### src/dat_pkg.sv
// dat_pkg: shared types and constants for the daily alarm table
// used by dat_seq and multi_slot_daily_alarm_table_core
package dat_pkg;

  // table geometry
  localparam int SLOTS   = 8;
  localparam int AW      = (SLOTS > 1) ? $clog2(SLOTS) : 1;
  localparam int CW      = $clog2(SLOTS + 1);
  localparam int CMPW    = (CW > 3) ? CW : 3;
  localparam int ENTRY_W = 11;

  // time limits
  localparam logic [4:0] HOURS_PER_DAY    = 5'd24;
  localparam logic [5:0] MINUTES_PER_HOUR = 6'd60;

  // operation codes
  localparam logic [2:0] OP_TICK   = 3'd0;
  localparam logic [2:0] OP_ADD    = 3'd1;
  localparam logic [2:0] OP_MODIFY = 3'd2;
  localparam logic [2:0] OP_CLEAR  = 3'd3;
  localparam logic [2:0] OP_ACK    = 3'd4;

  // status codes
  localparam logic [2:0] ST_OK    = 3'd0;
  localparam logic [2:0] ST_FULL  = 3'd1;
  localparam logic [2:0] ST_RANGE = 3'd2;
  localparam logic [2:0] ST_DUP   = 3'd3;
  localparam logic [2:0] ST_EMPTY = 3'd4;

  typedef struct packed {
    logic [2:0] op;
    logic [4:0] hour;
    logic [5:0] minute;
    logic [2:0] slot;
  } in_item_t;

  typedef struct packed {
    logic [2:0] status;
    logic       alarm_on;
    logic       next_valid;
    logic [4:0] next_hour;
    logic [5:0] next_minute;
    logic [3:0] entry_count;
    logic       minute_changed;
  } out_item_t;

  // table memory request from the sequencer
  typedef struct packed {
    logic               rd_en;
    logic [AW-1:0]      rd_addr;
    logic               wr_en;
    logic [AW-1:0]      wr_addr;
    logic [ENTRY_W-1:0] wr_data;
  } mem_req_t;

endpackage

### src/dat_ram.sv
// dat_ram: generic single write port, single read port synchronous memory
// read data registered, available in the cycle after rd_en; no dependencies
module dat_ram #(
  parameter int DEPTH = 8,
  parameter int WIDTH = 11
) (
  input  logic                                     clk,
  input  logic                                     rd_en,
  input  logic [((DEPTH > 1) ? $clog2(DEPTH) : 1)-1:0] rd_addr,
  output logic [WIDTH-1:0]                         rd_data,
  input  logic                                     wr_en,
  input  logic [((DEPTH > 1) ? $clog2(DEPTH) : 1)-1:0] wr_addr,
  input  logic [WIDTH-1:0]                         wr_data
);

  logic [WIDTH-1:0] mem [DEPTH];

  always_ff @(posedge clk) begin
    if (wr_en) begin
      mem[wr_addr] <= wr_data;
    end
    if (rd_en) begin
      rd_data <= mem[rd_addr];
    end
  end

endmodule

### src/dat_seq.sv
// dat_seq: sequencer for the alarm table, scans the table memory per transaction
// depends on dat_pkg; drives the table memory through a dat_pkg::mem_req_t
module dat_seq (
  input  logic                  clk,
  input  logic                  rst,
  input  logic                  start,
  input  dat_pkg::in_item_t     item_in,
  output logic                  res_valid,
  input  logic                  res_take,
  output dat_pkg::out_item_t    res,
  output dat_pkg::mem_req_t     mem_req,
  input  logic [dat_pkg::ENTRY_W-1:0] rd_data
);

  typedef enum logic [1:0] {
    S_IDLE,
    S_DUP,
    S_RES,
    S_DONE
  } state_t;

  state_t                       state;
  dat_pkg::in_item_t            item;
  logic [dat_pkg::CW-1:0]       count;
  logic                         acknowledged;
  logic [5:0]                   last_minute;
  logic [4:0]                   now_hour;
  logic [5:0]                   now_minute;
  logic [dat_pkg::CW-1:0]       idx;
  logic                         pend;
  logic [dat_pkg::AW-1:0]       pend_idx;
  logic                         dup;
  logic [2:0]                   status;
  logic                         changed;
  logic                         alarm;
  logic                         nvalid;
  logic [4:0]                   nh;
  logic [5:0]                   nm;

  logic                         scanning;
  logic                         issue;
  logic                         scan_end;
  logic                         skip;
  logic                         hit;
  logic                         dup_now;
  logic                         in_range;
  logic [dat_pkg::ENTRY_W-1:0]  now_key;
  logic [dat_pkg::ENTRY_W-1:0]  best_key;

  assign scanning = (state == S_DUP) || (state == S_RES);
  assign issue    = scanning && (idx < count);
  assign scan_end = scanning && (idx == count);
  assign skip     = (item.op == dat_pkg::OP_MODIFY) &&
                    (dat_pkg::CMPW'(pend_idx) == dat_pkg::CMPW'(item.slot));
  assign hit      = pend && !skip && (rd_data == {item.hour, item.minute});
  assign dup_now  = dup || hit;
  assign in_range = (item_in.hour < dat_pkg::HOURS_PER_DAY) &&
                    (item_in.minute < dat_pkg::MINUTES_PER_HOUR);
  assign now_key  = {now_hour, now_minute};
  assign best_key = {nh, nm};

  always_comb begin
    mem_req.rd_en   = issue;
    mem_req.rd_addr = dat_pkg::AW'(idx);
    mem_req.wr_en   = (state == S_DUP) && scan_end && !dup_now;
    mem_req.wr_addr = (item.op == dat_pkg::OP_ADD) ? dat_pkg::AW'(count)
                                                   : dat_pkg::AW'(item.slot);
    mem_req.wr_data = {item.hour, item.minute};
  end

  assign res_valid          = (state == S_DONE);
  assign res.status         = status;
  assign res.alarm_on       = alarm;
  assign res.next_valid     = nvalid;
  assign res.next_hour      = nh;
  assign res.next_minute    = nm;
  assign res.entry_count    = 4'(count);
  assign res.minute_changed = changed;

  always_ff @(posedge clk) begin
    if (rst) begin
      state        <= S_IDLE;
      count        <= '0;
      acknowledged <= 1'b0;
      last_minute  <= '0;
      now_hour     <= '0;
      now_minute   <= '0;
      idx          <= '0;
      pend         <= 1'b0;
    end else begin
      if (scanning) begin
        pend     <= issue;
        pend_idx <= dat_pkg::AW'(idx);
        if (issue) begin
          idx <= idx + dat_pkg::CW'(1);
        end
      end
      unique case (state)
        S_IDLE: begin
          if (start) begin
            item    <= item_in;
            status  <= dat_pkg::ST_OK;
            changed <= 1'b0;
            idx     <= '0;
            pend    <= 1'b0;
            dup     <= 1'b0;
            alarm   <= 1'b0;
            nvalid  <= 1'b0;
            nh      <= '0;
            nm      <= '0;
            state   <= S_RES;
            unique case (item_in.op)
              dat_pkg::OP_TICK: begin
                now_hour   <= item_in.hour;
                now_minute <= item_in.minute;
                if (item_in.minute != last_minute) begin
                  changed      <= 1'b1;
                  acknowledged <= 1'b0;
                  last_minute  <= item_in.minute;
                end
              end
              dat_pkg::OP_ADD: begin
                if (count >= dat_pkg::CW'(dat_pkg::SLOTS)) begin
                  status <= dat_pkg::ST_FULL;
                end else if (!in_range) begin
                  status <= dat_pkg::ST_RANGE;
                end else begin
                  state <= S_DUP;
                end
              end
              dat_pkg::OP_MODIFY: begin
                if (dat_pkg::CMPW'(item_in.slot) >= dat_pkg::CMPW'(count)) begin
                  status <= dat_pkg::ST_EMPTY;
                end else if (!in_range) begin
                  status <= dat_pkg::ST_RANGE;
                end else begin
                  state <= S_DUP;
                end
              end
              dat_pkg::OP_CLEAR: begin
                count <= '0;
              end
              dat_pkg::OP_ACK: begin
                acknowledged <= 1'b1;
              end
              default: begin
              end
            endcase
          end
        end
        S_DUP: begin
          if (hit) begin
            dup <= 1'b1;
          end
          if (scan_end) begin
            idx <= '0;
            if (dup_now) begin
              status <= dat_pkg::ST_DUP;
            end else if (item.op == dat_pkg::OP_ADD) begin
              count <= count + dat_pkg::CW'(1);
            end
            state <= S_RES;
          end
        end
        S_RES: begin
          if (pend) begin
            if (rd_data == now_key && !acknowledged) begin
              alarm <= 1'b1;
            end
            if (rd_data > now_key && (!nvalid || rd_data < best_key)) begin
              nvalid <= 1'b1;
              nh     <= rd_data[10:6];
              nm     <= rd_data[5:0];
            end
          end
          if (scan_end) begin
            state <= S_DONE;
          end
        end
        S_DONE: begin
          if (res_take) begin
            state <= S_IDLE;
          end
        end
        default: begin
          state <= S_IDLE;
        end
      endcase
    end
  end

endmodule

### src/multi_slot_daily_alarm_table_core.sv
// tick, clear, acknowledge and edits rejected as full, out of range or on an
// empty slot sweep the table once, for the result; other adds and modifies sweep it
// first for the duplicate check, write the entry if none is found, then sweep again
// for the result; one transaction at a time, over the table memory's single read port
// reset: synchronous, clears count, acknowledge mark, current and last time; entries kept
module multi_slot_daily_alarm_table_core (
  input  logic                clk,
  input  logic                rst,
  input  logic                in_valid,
  output logic                in_stall,
  input  dat_pkg::in_item_t   in_data,
  output logic                out_valid,
  input  logic                out_stall,
  output dat_pkg::out_item_t  out_data
);

  // sequencer side signals
  logic                         busy;
  logic                         start;
  logic                         res_valid;
  logic                         res_take;
  dat_pkg::out_item_t           res;
  dat_pkg::mem_req_t            mem_req;
  logic [dat_pkg::ENTRY_W-1:0]  rd_data;

  // one transaction in the sequencer at a time
  assign in_stall = busy;
  assign start    = in_valid && !busy;

  // output register is free when empty or being drained this cycle
  assign res_take = !out_valid || !out_stall;

  // table memory, one {hour, minute} word per slot
  dat_ram #(
    .DEPTH (dat_pkg::SLOTS),
    .WIDTH (dat_pkg::ENTRY_W)
  ) u_ram (
    .clk     (clk),
    .rd_en   (mem_req.rd_en),
    .rd_addr (mem_req.rd_addr),
    .rd_data (rd_data),
    .wr_en   (mem_req.wr_en),
    .wr_addr (mem_req.wr_addr),
    .wr_data (mem_req.wr_data)
  );

  // checks, edits and result sweep
  dat_seq u_seq (
    .clk       (clk),
    .rst       (rst),
    .start     (start),
    .item_in   (in_data),
    .res_valid (res_valid),
    .res_take  (res_take),
    .res       (res),
    .mem_req   (mem_req),
    .rd_data   (rd_data)
  );

  // busy flag and output register; the next transaction may be accepted
  // while the previous result still waits here
  always_ff @(posedge clk) begin
    if (rst) begin
      busy      <= 1'b0;
      out_valid <= 1'b0;
    end else begin
      if (start) begin
        busy <= 1'b1;
      end
      if (res_valid && res_take) begin
        out_data  <= res;
        out_valid <= 1'b1;
        busy      <= 1'b0;
      end else if (out_valid && !out_stall) begin
        out_valid <= 1'b0;
      end
    end
  end

endmodule

### config.mk
export PLATFORM = sky130hd
export DESIGN_NAME = multi_slot_daily_alarm_table_core
export DESIGN_NICKNAME = d
export VERILOG_FILES = /design/src/dat_pkg.sv /design/src/dat_ram.sv /design/src/dat_seq.sv /design/src/multi_slot_daily_alarm_table_core.sv
export SDC_FILE = /design/constraint.sdc
export NUM_CORES = 1
export LEC_CHECK = 0
export BUFFER_PORTS_ARGS = -buffer_cell sky130_fd_sc_hd__buf_4
export CAP_MARGIN = 20
export CELL_PAD_IN_SITES_DETAIL_PLACEMENT = 0
export CELL_PAD_IN_SITES_GLOBAL_PLACEMENT = 1
export CORE_UTILIZATION = 30
export DETAILED_ROUTE_END_ITERATION = 10
export PLACE_DENSITY_LB_ADDON = 0.1
export SYNTH_ARGS = -nofsm -noshare
export SYNTH_HDL_FRONTEND = slang
export SYNTH_HIERARCHICAL = 1
export SYNTH_SLANG_ARGS = --single-unit
### constraint.sdc
create_clock -name clk -period 6.22 [get_ports clk]
set_input_delay 1.866 -clock clk [delete_from_list [all_inputs] [get_ports clk]]
set_output_delay 1.866 -clock clk [all_outputs]
set_load 0.005 [all_outputs]
==> results of run 1 <==
worst min-delay path by stage:
stage,from,to,slack (ps),cells past startpoint
4_1_cts,u_seq/alarm,out_data[17],430,0
3_3_place_gp,u_seq/alarm,out_data[17],410,0
3_5_place_dp,u_seq/status[2],out_data[20],410,0
2_1_floorplan,u_seq/status[0],out_data[18],400,0
5_1_grt,u_seq/alarm,out_data[17],440,0
6_report,u_seq/alarm,out_data[17],420,0
cells in the mapped netlist, types with 6 or more instances:
cell type / instances / area share
sky130_fd_sc_hd__and2_1: 11 / 0.0083
sky130_fd_sc_hd__dfxtp_1: 31 / 0.075
sky130_fd_sc_hd__clkbuf_1: 9 / 0.0041
sky130_fd_sc_hd__mux4_1: 22 / 0.070
sky130_fd_sc_hd__nand2_1: 37 / 0.017
sky130_fd_sc_hd__xnor2_1: 16 / 0.017
sky130_fd_sc_hd__buf_4: 18 / 0.016
sky130_fd_sc_hd__nor2_1: 24 / 0.011
sky130_fd_sc_hd__mux2_2: 14 / 0.019
sky130_fd_sc_hd__a21oi_1: 32 / 0.019
sky130_fd_sc_hd__nand3_1: 6 / 0.0036
sky130_fd_sc_hd__o21ai_0: 9 / 0.0055
sky130_fd_sc_hd__ha_1: 36 / 0.055
sky130_fd_sc_hd__nor2b_1: 14 / 0.011
sky130_fd_sc_hd__nand2b_1: 11 / 0.0083
sky130_fd_sc_hd__xor2_1: 7 / 0.0074
sky130_fd_sc_hd__inv_1: 36 / 0.016
sky130_fd_sc_hd__edfxtp_1: 158 / 0.58
sky130_fd_sc_hd__nand4_1: 11 / 0.0083
flip-flops by register name (all words and copies together), names as in the netlist, 2 cells and up:
register	count
out_data	21
u_ram/mem	88
u_ram/rd_data	11
u_seq/count	4
u_seq/idx	4
u_seq/item	6
u_seq/last_minute	6
u_seq/mem_req	11
u_seq/nh	5
u_seq/nm	6
u_seq/now_hour	5
u_seq/now_minute	6
u_seq/pend_idx	3
u_seq/state	2
u_seq/status	3
final cells by class:
type,count,area [um2],area share
inverter,36,135,0.0142
tap,341,427,0.0448
multi-input combinational,298,2540,0.267
timing repair buffer,53,398,0.0418
clock inverter,15,224,0.0235
sequential,189,5370,0.564
clock buffer,17,425,0.0447
routing by layer:
metal	vias to the layer above	share of wire
met4	0	0.0049
met3	7	0.032
met5	-	0
li1	2145	-
met1	2243	0.46
met2	70	0.50
where the power goes:
part / switching [W] / internal (W) / total (W)
registers: 0.0000441 / 0.00147 / 0.00151
logic: 0.000251 / 0.000153 / 0.000404
clock network: 0.000598 / 0.000574 / 0.00117
worst reg2reg max path, delay by kind of cell (launching register included):
family	cells	cell delay (ps)
buf+inv	1	70
compound gates	1	640
simple gates	3	1090
flops	1	560
xor+xnor	1	230
placed cells by master, fill, tap and decap left out, drive strengths merged, types with 14 or more instances in the layout:
cell type,instances
ha,36
nor2b,14
nand2,38
dfxtp,31
buf,53
mux2,14
clkbuf,17
nor2,24
inv,47
mux4,22
a21oi,32
xnor2,16
edfxtp,158
cells by family after synthesis:
group,Yosys count,share of synthesized area
muxes,39,0.0929
buffers and inverters,70,0.0422
xor gates and xnor gates,23,0.0244
AOI/OAI and AO/OA,64,0.0490
adders and majority gates,36,0.0546
and+or+nand+nor,136,0.0861
DFF,189,0.651
through the flow:
step / power (W) / cell area, um2
floorplan: 0.00182 / 8240
global placement: 0.00195 / 8860
detailed placement: 0.00195 / 8860
CTS: 0.00313 / 9510
global route: 0.00323 / 9510
finish: 0.00309 / 9510
==> results by stage, run 1 <==
Outcome:
- The run finished with clean final reports.

Timing:
- The hold violation count in the final report is 0.
- Hold timing on the final database bottoms out at a slack of 424 ps.
- The clock arrives with 19.1 ps of skew.
- In this run the tightest slew margin relative to its limit is 0.325.
- The least setup slack across all paths after layout is 2570 ps.
- After routing, the total negative slack on setup checks comes to 0 ps.
- The number of setup violations in the final report is 0.
- The max-slew violation count is 0.
- Setup repair after global routing left no endpoint under its margin.
- The slew at the pin with the worst max-slew slack is 1010 ps.
- Timing would allow up to 274 MHz.
- The routed design could run at a clock period as short as 3650 ps.
- Dividing the final minimum period by the clock period gives 0.586.

Clock tree:
- The maximum count of clock buffers along a single path is 2.
- Post-CTS repair changed the size of 0 cells.
- TritonCTS built the clock tree.
- Buffers added to address setup during post-CTS repair amount to 0.
- The number of hold buffers added after cts is 0.
- After clock tree synthesis, the clock-pin slew on the worst setup and hold paths is 90 ps.
- The insertion delay of the later-clocked pin in the worst-skew pair is 450 ps.
- The buffer type at the clock tree root is sky130_fd_sc_hd__clkbuf_16.
- In this run the number of H-tree levels came out at 4.
- Clock tree synthesis inserted a total of 17 buffers.
- Counting every sink on the clock net gives 189.

Critical path:
- The critical path launch point type is an input port.
- Among cell families on the critical path, the largest total delay comes from simple AND/OR/NAND/NOR gates.
- The critical path ends at u_seq/nm[0].
- The peak fanout along the critical path is 12.
- Data on the critical path is required at its endpoint by 6280 ps.
- The worst register-to-register path begins at u_seq/mem_req[5].
- Traced cell by cell, the critical path runs through buf_4, nor2b_1, nor2b_1, or3_1, a311oi_2.
- In this design, the stage delay of the slowest critical-path cell is 840 ps.
- STA classifies the critical path endpoint as a flip-flop.
- In this run the critical register-to-register path is captured at u_seq/status[0].
- The worst setup path is of the in -> reg kind.
- The data arrival time at the worst-slack endpoint is 3710 ps.
- For flop-to-flop paths, the worst setup slack is 3270 ps.
- Counting buffers and inverters, the worst setup path is 5 cells deep.
- The startpoint of the most critical setup path is in_valid.
- The logic depth of the worst register-to-register path is 6.
- In this design, the critical path's most frequently occurring cell is sky130_fd_sc_hd__nor2b_1.
- The number of buffers and inverters on the critical path is 1.
- The slowest stage of the critical path is the sky130_fd_sc_hd__a311oi_2 cell.

Floorplanning:
- The area of the die is 28100 um2.
- The initial core utilization is 0.306.
- The floorplan has 60 rows.
- The die is 168 um wide.
- The floorplan core area is 27000 um2.
- The die is 168 um tall.
- The number of top-level design ports is 44.

Drt:
- In the final routed layout, each cell accounts on average for 18.4 um.
- The remaining antenna violation count is 0.
- The first routing iteration left 282 violations.
- For this run, the detailed router's first-pass iteration total came to 4.
- For this run, design rule violations remaining after detail routing come to 0.
- The ratio of routed vias to standard cells is 4.70.
- The routed layout has 4465 vias.
- After detailed routing, the total wire length is 17.5 mm.

GRT:
- The busiest layer in global routing is met2.
- The pin count of the biggest net entering global routing is 41.
- The number of antenna violations at the first check in global routing is 0.
- The number of global-route vias before repair was 4662.
- In the global route stage, met3 resource usage came out at 0.0301.
- The combined global-route utilization of all metal layers is 0.130.
- The first global-routing pass estimated 27.0 mm of wire.
- In the global route stage, met2 resource usage came out at 0.225.
- The met1 capacity usage during global routing is 0.166.
- For this run the aggregate overflow at the end of global routing stands at 0.

Synthesis:
- A synthesized cell averages 14.8 um2.
- The main flop type after synthesis is sky130_fd_sc_hd__edfxtp_1.
- The number of library cell types mapped by synthesis is 54.
- The share of the Yosys chip area taken by registers is 0.651.
- The proportion of synthesized flip-flops having asynchronous set or reset is 0.
- The flop and latch count out of synthesis is 189.
- The cell area after synthesis is 8240 um2.
- The Yosys step of the flow raised 6 warnings.
- The total nets after synthesis is 614.
- The count of flip-flops with a built-in enable after synthesis is 158.
- The number of instances in the synthesized netlist is 557.

Placed design:
- After legalization and detailed placement, the total HPWL measured 11.9 mm.
- The routability congestion estimate from global placement is 0.737.
- At the placement stage, the worst setup path has a slack of 2080 ps.
- Buffers placed on the I/O ports in this run total 43.
- After detailed placement, the design holds a cell count of 917.

Cells and area:
- The share of layout cells above drive strength 1 is 0.176.
- Fill cells in the final layout number 2576.
- The antenna diode count is 0.
- Compared with the post-synthesis result, the final layout area differs by 15.4%.
- After the last flow step, the layout net total stands at 652.
- The number of standard cells in the layout, taps in and fillers out is 949.
- The post-route core utilization is 0.353.

Power and ir drop:
- VDD sags by at most 0.000135 V.
- Summed over all cells, the static leakage comes to 3.30 nW.
- The power per unit of standard cell area is 325 nW/um2.

Job:
- The reported max-cap violation count is 0.

Min path:
- The path class of the lowest-slack min-delay path is reg -> reg.
Note: power is estimated with default switching activity, not from simulation.
==> run 2: changes to the inputs <==
--- a/config.mk
+++ b/config.mk
@@ -5,6 +5,7 @@
 export SDC_FILE = /design/constraint.sdc
 export NUM_CORES = 1
 export LEC_CHECK = 0
+export ABC_AREA = 1
 export BUFFER_PORTS_ARGS = -buffer_cell sky130_fd_sc_hd__buf_4
 export CAP_MARGIN = 20
 export CELL_PAD_IN_SITES_DETAIL_PLACEMENT = 0
==> constraint.sdc (replaced) <==
create_clock -name clk -period 3.45 [get_ports clk]
set_input_delay 1.035 -clock clk [delete_from_list [all_inputs] [get_ports clk]]
set_output_delay 1.035 -clock clk [all_outputs]
set_load 0.005 [all_outputs]
==> results by stage, run 2 <==
Critical path:
- The data required time at the worst endpoint came to 3600 ps (-2680 ps).
- The peak fanout along the critical path is 21 (+9).
- The logic depth of the worst register-to-register path is 8 (+2).
- The family with the most delay on the worst path is flip-flops.
- The critical path buffer and inverter count is 3 (+2).
- The startpoint of the most critical setup path is u_seq/idx[0].
- The cell count along the critical path is 8 (+3).
- The worst register-to-register path begins at u_seq/idx[0].
- The signal on the critical path passes through inv_1, ha_1, nand4_2, a21oi_1, inv_2, nor3_1, nand2_1, inv_1.
- Among all stages on the critical path, the largest delay is contributed by sky130_fd_sc_hd__dfxtp_2.
- The biggest cell delay along the critical path is 610 ps (-230 ps).
- The worst setup path is launched from a flip-flop.
- The capturing element type of the critical path is a flip-flop.
- The data arrival time at the worst-slack endpoint is 2430 ps (-1280 ps).
- The worst setup path is of the reg -> reg kind.
- Among the stages of the critical path, the cell type that occurs most often is sky130_fd_sc_hd__inv_1.

Synthesis:
- The flop and latch count out of synthesis is 189 (unchanged).
- The count of flip-flops with a built-in enable after synthesis is 158 (unchanged).
- The cell area after synthesis is 8940 um2 (+8.4%).
- After synthesis, the most frequently instantiated cells are sky130_fd_sc_hd__nand2_1, sky130_fd_sc_hd__inv_1, sky130_fd_sc_hd__edfxtp_1.
- The total nets after synthesis is 989 (+61%).
- The number of instances in the synthesized netlist is 932 (+67%).
- The sequential element share of the synthesized area is 0.600 (-0.0504).
- The average cell area after synthesis is 9.59 um2 (-35%).
- The area fraction of the dominant cell type after synthesis is 0.531 (-0.0446).
- Ranked by total cell area, the synthesized netlist is headed by sky130_fd_sc_hd__edfxtp_1, sky130_fd_sc_hd__nand2_1, sky130_fd_sc_hd__inv_1, sky130_fd_sc_hd__dfxtp_1, sky130_fd_sc_hd__ha_1.
- In the synthesized netlist the dominant register cell turns out to be sky130_fd_sc_hd__edfxtp_1.
- The number of warnings printed during yosys synthesis is 6 (unchanged).
- The library cell occupying the most area in the post-synthesis netlist is sky130_fd_sc_hd__edfxtp_1.
- The proportion of synthesized flip-flops having asynchronous set or reset is 0 (unchanged).
- sky130_fd_sc_hd__nand2_1 is the most common cell in the netlist.
- The number of library cell types mapped by synthesis is 35 (-35%).

Placed design:
- The routability congestion estimate from global placement is 0.750 (+1.7%).
- The placed wire-length estimate after detailed placement was 14.1 mm (+18%).
- The worst setup timing slack at the placement stage is 1000 ps (-1070 ps).
- The area after detailed placement is 9580 um2 (+8.1%).
- The number of port buffers was 43 (unchanged).

Floorplanning:
- The floorplan core area is 29000 um2 (+7.7%).
- The area of the die was 30500 um2 (+8.3%).
- The initial core utilization is 0.308 (+0.00211).
- The vertical extent of the die is 175 um (+4.1%).
- The floorplan die width is 175 um (+4.1%).
- The cell row count is 62 (+3.3%).
- The number of top-level design ports is 44 (unchanged).

Timing:
- The headroom to the max-slew limit came to 0.336 (+0.0108).
- The worst clock skew is 18.1 ps (-0.967 ps).
- The max-slew violation count is 0 (unchanged).
- Setup repair after global routing left no endpoint under its margin.
- The hold violation count in the final report is 0 (unchanged).
- Based on the critical path, the design can be clocked at up to 437 MHz.
- The total negative slack is 0 ps (unchanged).
- The part of the cycle the worst path needs is 0.664.
- The number of setup violations in the final report came to 0 (unchanged).
- The least setup slack across all paths after layout was 1160 ps (-1410 ps).
- The clock period could shrink to 2290 ps.
- The slew at the pin with the worst max-slew slack was 995 ps (-16.2 ps).

GRT:
- The pin count of the biggest net entering global routing was 45 (+9.8%).
- The number of antenna violations at the first check in global routing is 0 (unchanged).
- The number of global-route vias before repair is 5659 (+21%).
- The combined global-route utilization of all metal layers is 0.147 (+0.0169).
- The remaining global-route overflow is 0 (unchanged).
- The wire length of the first global-routing pass was 33.5 mm (+24%).

Clock tree:
- The number of hold buffers added after cts was 0 (unchanged).
- The buffers inserted during post-CTS setup optimization is 0 (unchanged).
- The cell sitting at the root of the clock tree is a sky130_fd_sc_hd__clkbuf_16.
- The H-tree depth is 4 (unchanged).
- The TritonCTS clock tree is done.
- The TritonCTS buffer count is 17 (unchanged).
- The insertion delay of the later-clocked pin in the worst-skew pair is 440 ps (about the same).
- The clock-pin slew on the worst setup and hold paths is 80 ps (about the same).
- The maximum count of clock buffers along a single path is 2 (unchanged).
- The post-cts repair resize count is 0 (unchanged).
- The clock sink count is 189 (unchanged).

Drt:
- The final routed DRC violation total is 0 (unchanged).
- The sum of routed wire length over all layers is 21.0 mm (+20%).
- The total vias in the final route is 5711 (+28%).
- The ratio of routed vias to standard cells is 4.18 (-11%).
- The number of DRC markers in iteration 0 was 303 (+7.4%).
- The routed wirelength normalized by instance count is 15.4 um (-16%).
- The remaining antenna violation count is 0 (unchanged).
- The count of TritonRoute iterations in the first routing pass came to 4 (unchanged).

Cells and area:
- The sequential cell area in the final layout is 5370 um2 (about the same).
- The antenna diode count is 0 (unchanged).
- The number of nets in the finished design came to 1026 (+57%).
- The largest registers in the layout are u_ram/mem (88), out_data (21).
- The area of all placed cells without fillers is 10100 um2 (+6.5%).
- The share of layout cells above drive strength 1 is 0.110 (-0.0660).
- The area occupied by multi-input gates is 2560 um2 (+0.79%).
- Counting flops per register, the top entry is u_ram/mem.
- The number of flip-flops under the largest register name is 88 (unchanged).
- Compared with the post-synthesis result, the final layout area differs by 13.4%.
- The library cells used most frequently in the layout, excluding fill and tap cells, are sky130_fd_sc_hd__nand2_1, sky130_fd_sc_hd__inv_1, sky130_fd_sc_hd__edfxtp_1, sky130_fd_sc_hd__nand3_1, sky130_fd_sc_hd__buf_4.
- Leaving out fill and tap cells, the most frequent cell in the layout is sky130_fd_sc_hd__nand2_1.
- The number of fill cells was 3024 (+17%).

Min path:
- The number of stages on the worst hold path is 0 (unchanged).
- The path class of the lowest-slack min-delay path is reg -> reg.
- The startpoint identified for the worst hold timing path is u_seq/alarm.

Power and ir drop:
- The leakage power was 4.45 nW (+35%).
- The worst IR drop on VDD came to 0.000302 V (+120%).
- The power per unit of standard cell area came to 709 nW/um2 (+120%).

Outcome:
- The flow ran to the end, and the final reports show no timing, DRC or antenna violations.

Job:
- The reported max-cap violation count is 0 (unchanged).
run 2: cell count changes in the layout (fill, tap and decap cells not counted), sizes merged, moves of 22 or more:
cell / delta
inv: +152
mux4: -22
nand2: +209
nand3: +58
nor2: +33
o21ai: +23
run 2: through the flow:
stage	cells	hold WS [ps]	power, W	utilization
3_5_place_dp	1334	414	0.00542	0.330
2_1_floorplan	932	400	0.00475	-
6_report	1366	439	0.00718	0.349
3_3_place_gp	1334	407	0.00545	0.330
5_1_grt	1366	454	0.00777	0.349
4_1_cts	1366	444	0.00733	0.349
run 2: cells by family after synthesis:
logic type / Yosys count / synth area share
compound gates: 82 / 0.0489
xor+xnor: 6 / 0.00588
fa+ha+maj: 36 / 0.0504
buf+inv: 235 / 0.114
flops: 189 / 0.600
simple gates: 384 / 0.181
run 2: layout make-up:
cell class                      count  area share
Sequential cell                   189       0.530
Multi-Input combinational cell    508       0.253
Inverter                          194      0.0721
Tap cell                          384      0.0474
Clock buffer                       20      0.0441
Timing Repair Buffer               59      0.0437
Clock inverter                     12      0.0103
run 2: worst paths after layout:
| path | endpoint | slack, ps |
|---|---|---|
| min | out_data[17] | 440 |
| max | u_seq/status[0] | 1160 |
| min reg2reg | out_data[17] | 440 |
| max reg2reg | u_seq/status[0] | 1160 |
run 2: layer usage:
metal / track usage / share of wire / up-vias
li1: - / - / 3027
met1: 0.206 / 0.51 / 2606
met2: 0.233 / 0.45 / 63
met3: 0.0289 / 0.022 / 15
met4: 0.0391 / 0.012 / 0
met5: 0 / 0 / -
run 2: worst reg2reg max path: stages, from the launching register on:
cell                      delay [ps]
sky130_fd_sc_hd__dfxtp_2         610
sky130_fd_sc_hd__inv_1           150
sky130_fd_sc_hd__ha_1            320
sky130_fd_sc_hd__nand4_2         150
sky130_fd_sc_hd__a21oi_1         310
sky130_fd_sc_hd__inv_2           100
sky130_fd_sc_hd__nor3_1          140
sky130_fd_sc_hd__nand2_1          80
sky130_fd_sc_hd__inv_1           140
run 2: power breakdown:
part | internal [W] | switching (W)
Clock | 0.000963 | 0.000920
Combinational | 0.000692 | 0.00141
Sequential | 0.00287 | 0.000328
==> run 3: changes to the inputs <==
==> constraint.sdc (replaced) <==
create_clock -name clk -period 2.4 [get_ports clk]
set_input_delay 0.72 -clock clk [delete_from_list [all_inputs] [get_ports clk]]
set_output_delay 0.72 -clock clk [all_outputs]
set_load 0.005 [all_outputs]
==> results by stage, run 3 (synthesis gave the netlist of run 2 again) <==
Drt:
- The number of DRC markers in iteration 0 is 417 (+38%).
- The routed wirelength normalized by instance count is 16.4 um (+6.3%).
- The ratio of routed vias to standard cells came to 4.30 (+2.8%).
- The sum of routed wire length over all layers is 22.8 mm (+8.6%).
- The count of TritonRoute iterations in the first routing pass was 5 (+1).
- The final routed DRC violation total came to 0 (unchanged).
- The remaining antenna violation count is 0 (unchanged).
- The total vias in the final route is 5993 (+4.9%).

Power and ir drop:
- The power per unit of standard cell area was 1030 nW/um2 (+45%).
- The worst IR drop on VDD is 0.000511 V (+69%).
- The leakage power came to 4.61 nW (+3.7%).

Floorplanning:
- The floorplan die width was 175 um (unchanged).
- The vertical extent of the die is 175 um (unchanged).
- The number of top-level design ports is 44 (unchanged).
- The cell row count is 62 (unchanged).
- The initial core utilization is 0.308 (unchanged).
- The floorplan core area is 29000 um2 (unchanged).
- The area of the die is 30500 um2 (unchanged).

Timing:
- The part of the cycle the worst path needs came to 0.886 (+0.223).
- The hold violation count in the final report is 0 (unchanged).
- The slew at the pin with the worst max-slew slack is 614 ps (-381 ps).
- Setup repair after global routing left no endpoint under its margin.
- The least setup slack across all paths after layout is 273 ps (-887 ps).
- The worst hold slack after final layout is 429 ps (-9.88 ps).
- The max-slew violation count is 0 (unchanged).
- The shortest clock period the worst path allows after layout is 2130 ps (-163 ps).
- The total negative slack was 0 ps (unchanged).
- The number of setup violations in the final report is 0 (unchanged).
- The upper clock frequency limit is 470 MHz (+7.7%).
- The headroom to the max-slew limit was 0.590 (+0.254).
- The worst clock skew is 14.2 ps (-3.92 ps).

Critical path:
- The register-to-register setup slack is 270 ps (-890 ps).
- The critical path goes through ha_1, a21oi_1, o21ai_0, a21oi_1, nand3_1, nand2_1, nand3_1, a21oi_1, buf_4.
- The logic depth of the worst register-to-register path is 9 (+1).
- The data arrival time at the worst-slack endpoint came to 2260 ps (-170 ps).
- The worst register-to-register path begins at u_ram/rd_data[6].
- The worst setup path is of the reg -> reg kind.
- The peak fanout along the critical path is 6 (-71%).
- The most frequent cell on the critical path is sky130_fd_sc_hd__a21oi_1.
- The biggest cell delay along the critical path is 510 ps (-100 ps).
- The capturing element type of the critical path is a flip-flop.
- The endpoint of the worst register-to-register path is u_seq/nh[0].
- The critical path buffer and inverter count is 1 (-2).
- The data required time at the worst endpoint came to 2540 ps (-1060 ps).
- The kind of cell with the highest combined delay along the critical path is compound AO/OA/AOI/OAI gates.
- The slowest library cell on the worst path is sky130_fd_sc_hd__edfxtp_1.
- The critical path launch point type is a flip-flop.

GRT:
- The combined global-route utilization of all metal layers is 0.155 (+0.00807).
- The number of antenna violations at the first check in global routing came to 0 (unchanged).
- The pin count of the biggest net entering global routing was 45 (unchanged).
- The remaining global-route overflow is 0 (unchanged).
- The wire length of the first global-routing pass is 35.3 mm (+5.3%).
- The number of global-route vias before repair is 5938 (+4.9%).

Clock tree:
- The clock-pin slew on the worst setup and hold paths is 80 ps (about the same).
- The TritonCTS clock tree is done.
- The H-tree depth is 4 (unchanged).
- The insertion delay of the later-clocked pin in the worst-skew pair is 430 ps (about the same).
- The maximum count of clock buffers along a single path was 2 (unchanged).
- The TritonCTS buffer count is 17 (unchanged).
- CTS placed an instance of sky130_fd_sc_hd__clkbuf_16 at the clock tree root.
- The clock sink count was 189 (unchanged).

Placed design:
- The placed wire-length estimate after detailed placement is 16.0 mm (+14%).
- The area after detailed placement is 9790 um2 (+2.2%).
- The number of port buffers was 43 (unchanged).
- The routability congestion estimate from global placement came to 0.760 (+1.4%).
- The worst setup timing slack at the placement stage came to 155 ps (-847 ps).

Min path:
- The worst-case hold path end point is out_data[20].
- In this run the most critical hold path is launched from u_seq/status[2].
- The number of stages on the worst hold path came to 0 (unchanged).
- The min-delay analysis places its worst path in the category reg -> reg.

Cells and area:
- The antenna diode count came to 0 (unchanged).
- In the layout the commonest cells are sky130_fd_sc_hd__nand2_1, sky130_fd_sc_hd__inv_1, sky130_fd_sc_hd__edfxtp_1, sky130_fd_sc_hd__buf_4, sky130_fd_sc_hd__nand3_1.
- The area of all placed cells without fillers came to 10400 um2 (+2.4%).
- In the final layout, the registers with the most flip-flops are u_ram/mem (88), out_data (21).
- The area growth from synthesis to layout is 16.1%.
- The share of layout cells above drive strength 1 is 0.136 (+0.0265).
- The number of flip-flops under the largest register name is 88 (unchanged).
- The register with the most flip-flops is u_ram/mem.
- Leaving out fill and tap cells, the most frequent cell in the layout is sky130_fd_sc_hd__nand2_1.
- The number of nets in the finished design is 1055 (+2.8%).
- The post-route core utilization is 0.358 (+0.00832).

Outcome:
- The flow ran to the end, and the final reports show no timing, DRC or antenna violations.

Job:
- The reported max-cap violation count came to 0 (unchanged).
==> run 3: cell types whose count changed in the layout (fill, tap and decap cells not counted), sizes merged <==
| cell | delta |
|---|---|
| clkbuf | -1 |
| clkinv | +5 |
| inv | -1 |
| buf | +29 |
| clkinvlp | -3 |
==> run 3: report_power, final <==
group          internal, W  switching [W]
Clock              0.00140        0.00136
Combinational      0.00116        0.00226
Sequential         0.00412       0.000349
Total              0.00669        0.00397
==> run 3: cell type report <==
type / instances / area [um2]
well taps: 384 / 480
repair buffers: 88 / 661
flip-flops and latches: 189 / 5370
clock buffers: 19 / 443
multi-input cells: 508 / 2560
fillers: 3022 / 18600
inverters: 194 / 731
clock inverters: 13 / 129
==> run 3: how the worst max path moves through the flow <==
stage	start	endpoint	cells past startpoint
floorplan	u_ram/rd_data[6]	u_seq/nh[0]	8
global placement	u_seq/mem_req[10]	u_ram/mem[0][3]	13
detailed placement	u_seq/mem_req[10]	u_ram/mem[1][5]	13
CTS	u_seq/mem_req[10]	u_ram/mem[1][9]	13
global route	u_ram/rd_data[8]	u_seq/nh[0]	9
finish	u_ram/rd_data[6]	u_seq/nh[0]	9
==> run 3: per-stage QoR <==
| step | total power [W] | cells |
|---|---|---|
| after floorplan | 0.00684 | 932 |
| after global placement | 0.00811 | 1362 |
| after detailed placement | 0.00803 | 1362 |
| after CTS | 0.0108 | 1394 |
| after global routing | 0.0114 | 1395 |
| final | 0.0107 | 1395 |
==> run 3: routing by layer <==
metal,GRT usage,part of all wire,vias to the layer above
li1,-,-,3081
met4,0.0304,0.0090,0
met5,0,0,-
met3,0.0279,0.027,12
met2,0.255,0.47,92
met1,0.215,0.50,2808
==> run 3: worst register-to-register path: cells and delay by family, from the launching register on <==
family,cells,cell delay [ps]
AO/OA/AOI/OAI,4,580
flip-flops,1,510
adder cells (fa/ha/maj),1,340
AND/OR/NAND/NOR,3,220
buffers and inverters,1,200
==> run 3: timing repair <==
action,in CTS,in global routing
resized for setup,0,1
hold buffers,0,0
setup endpoints to repair,0,77
buffers inserted,0,1
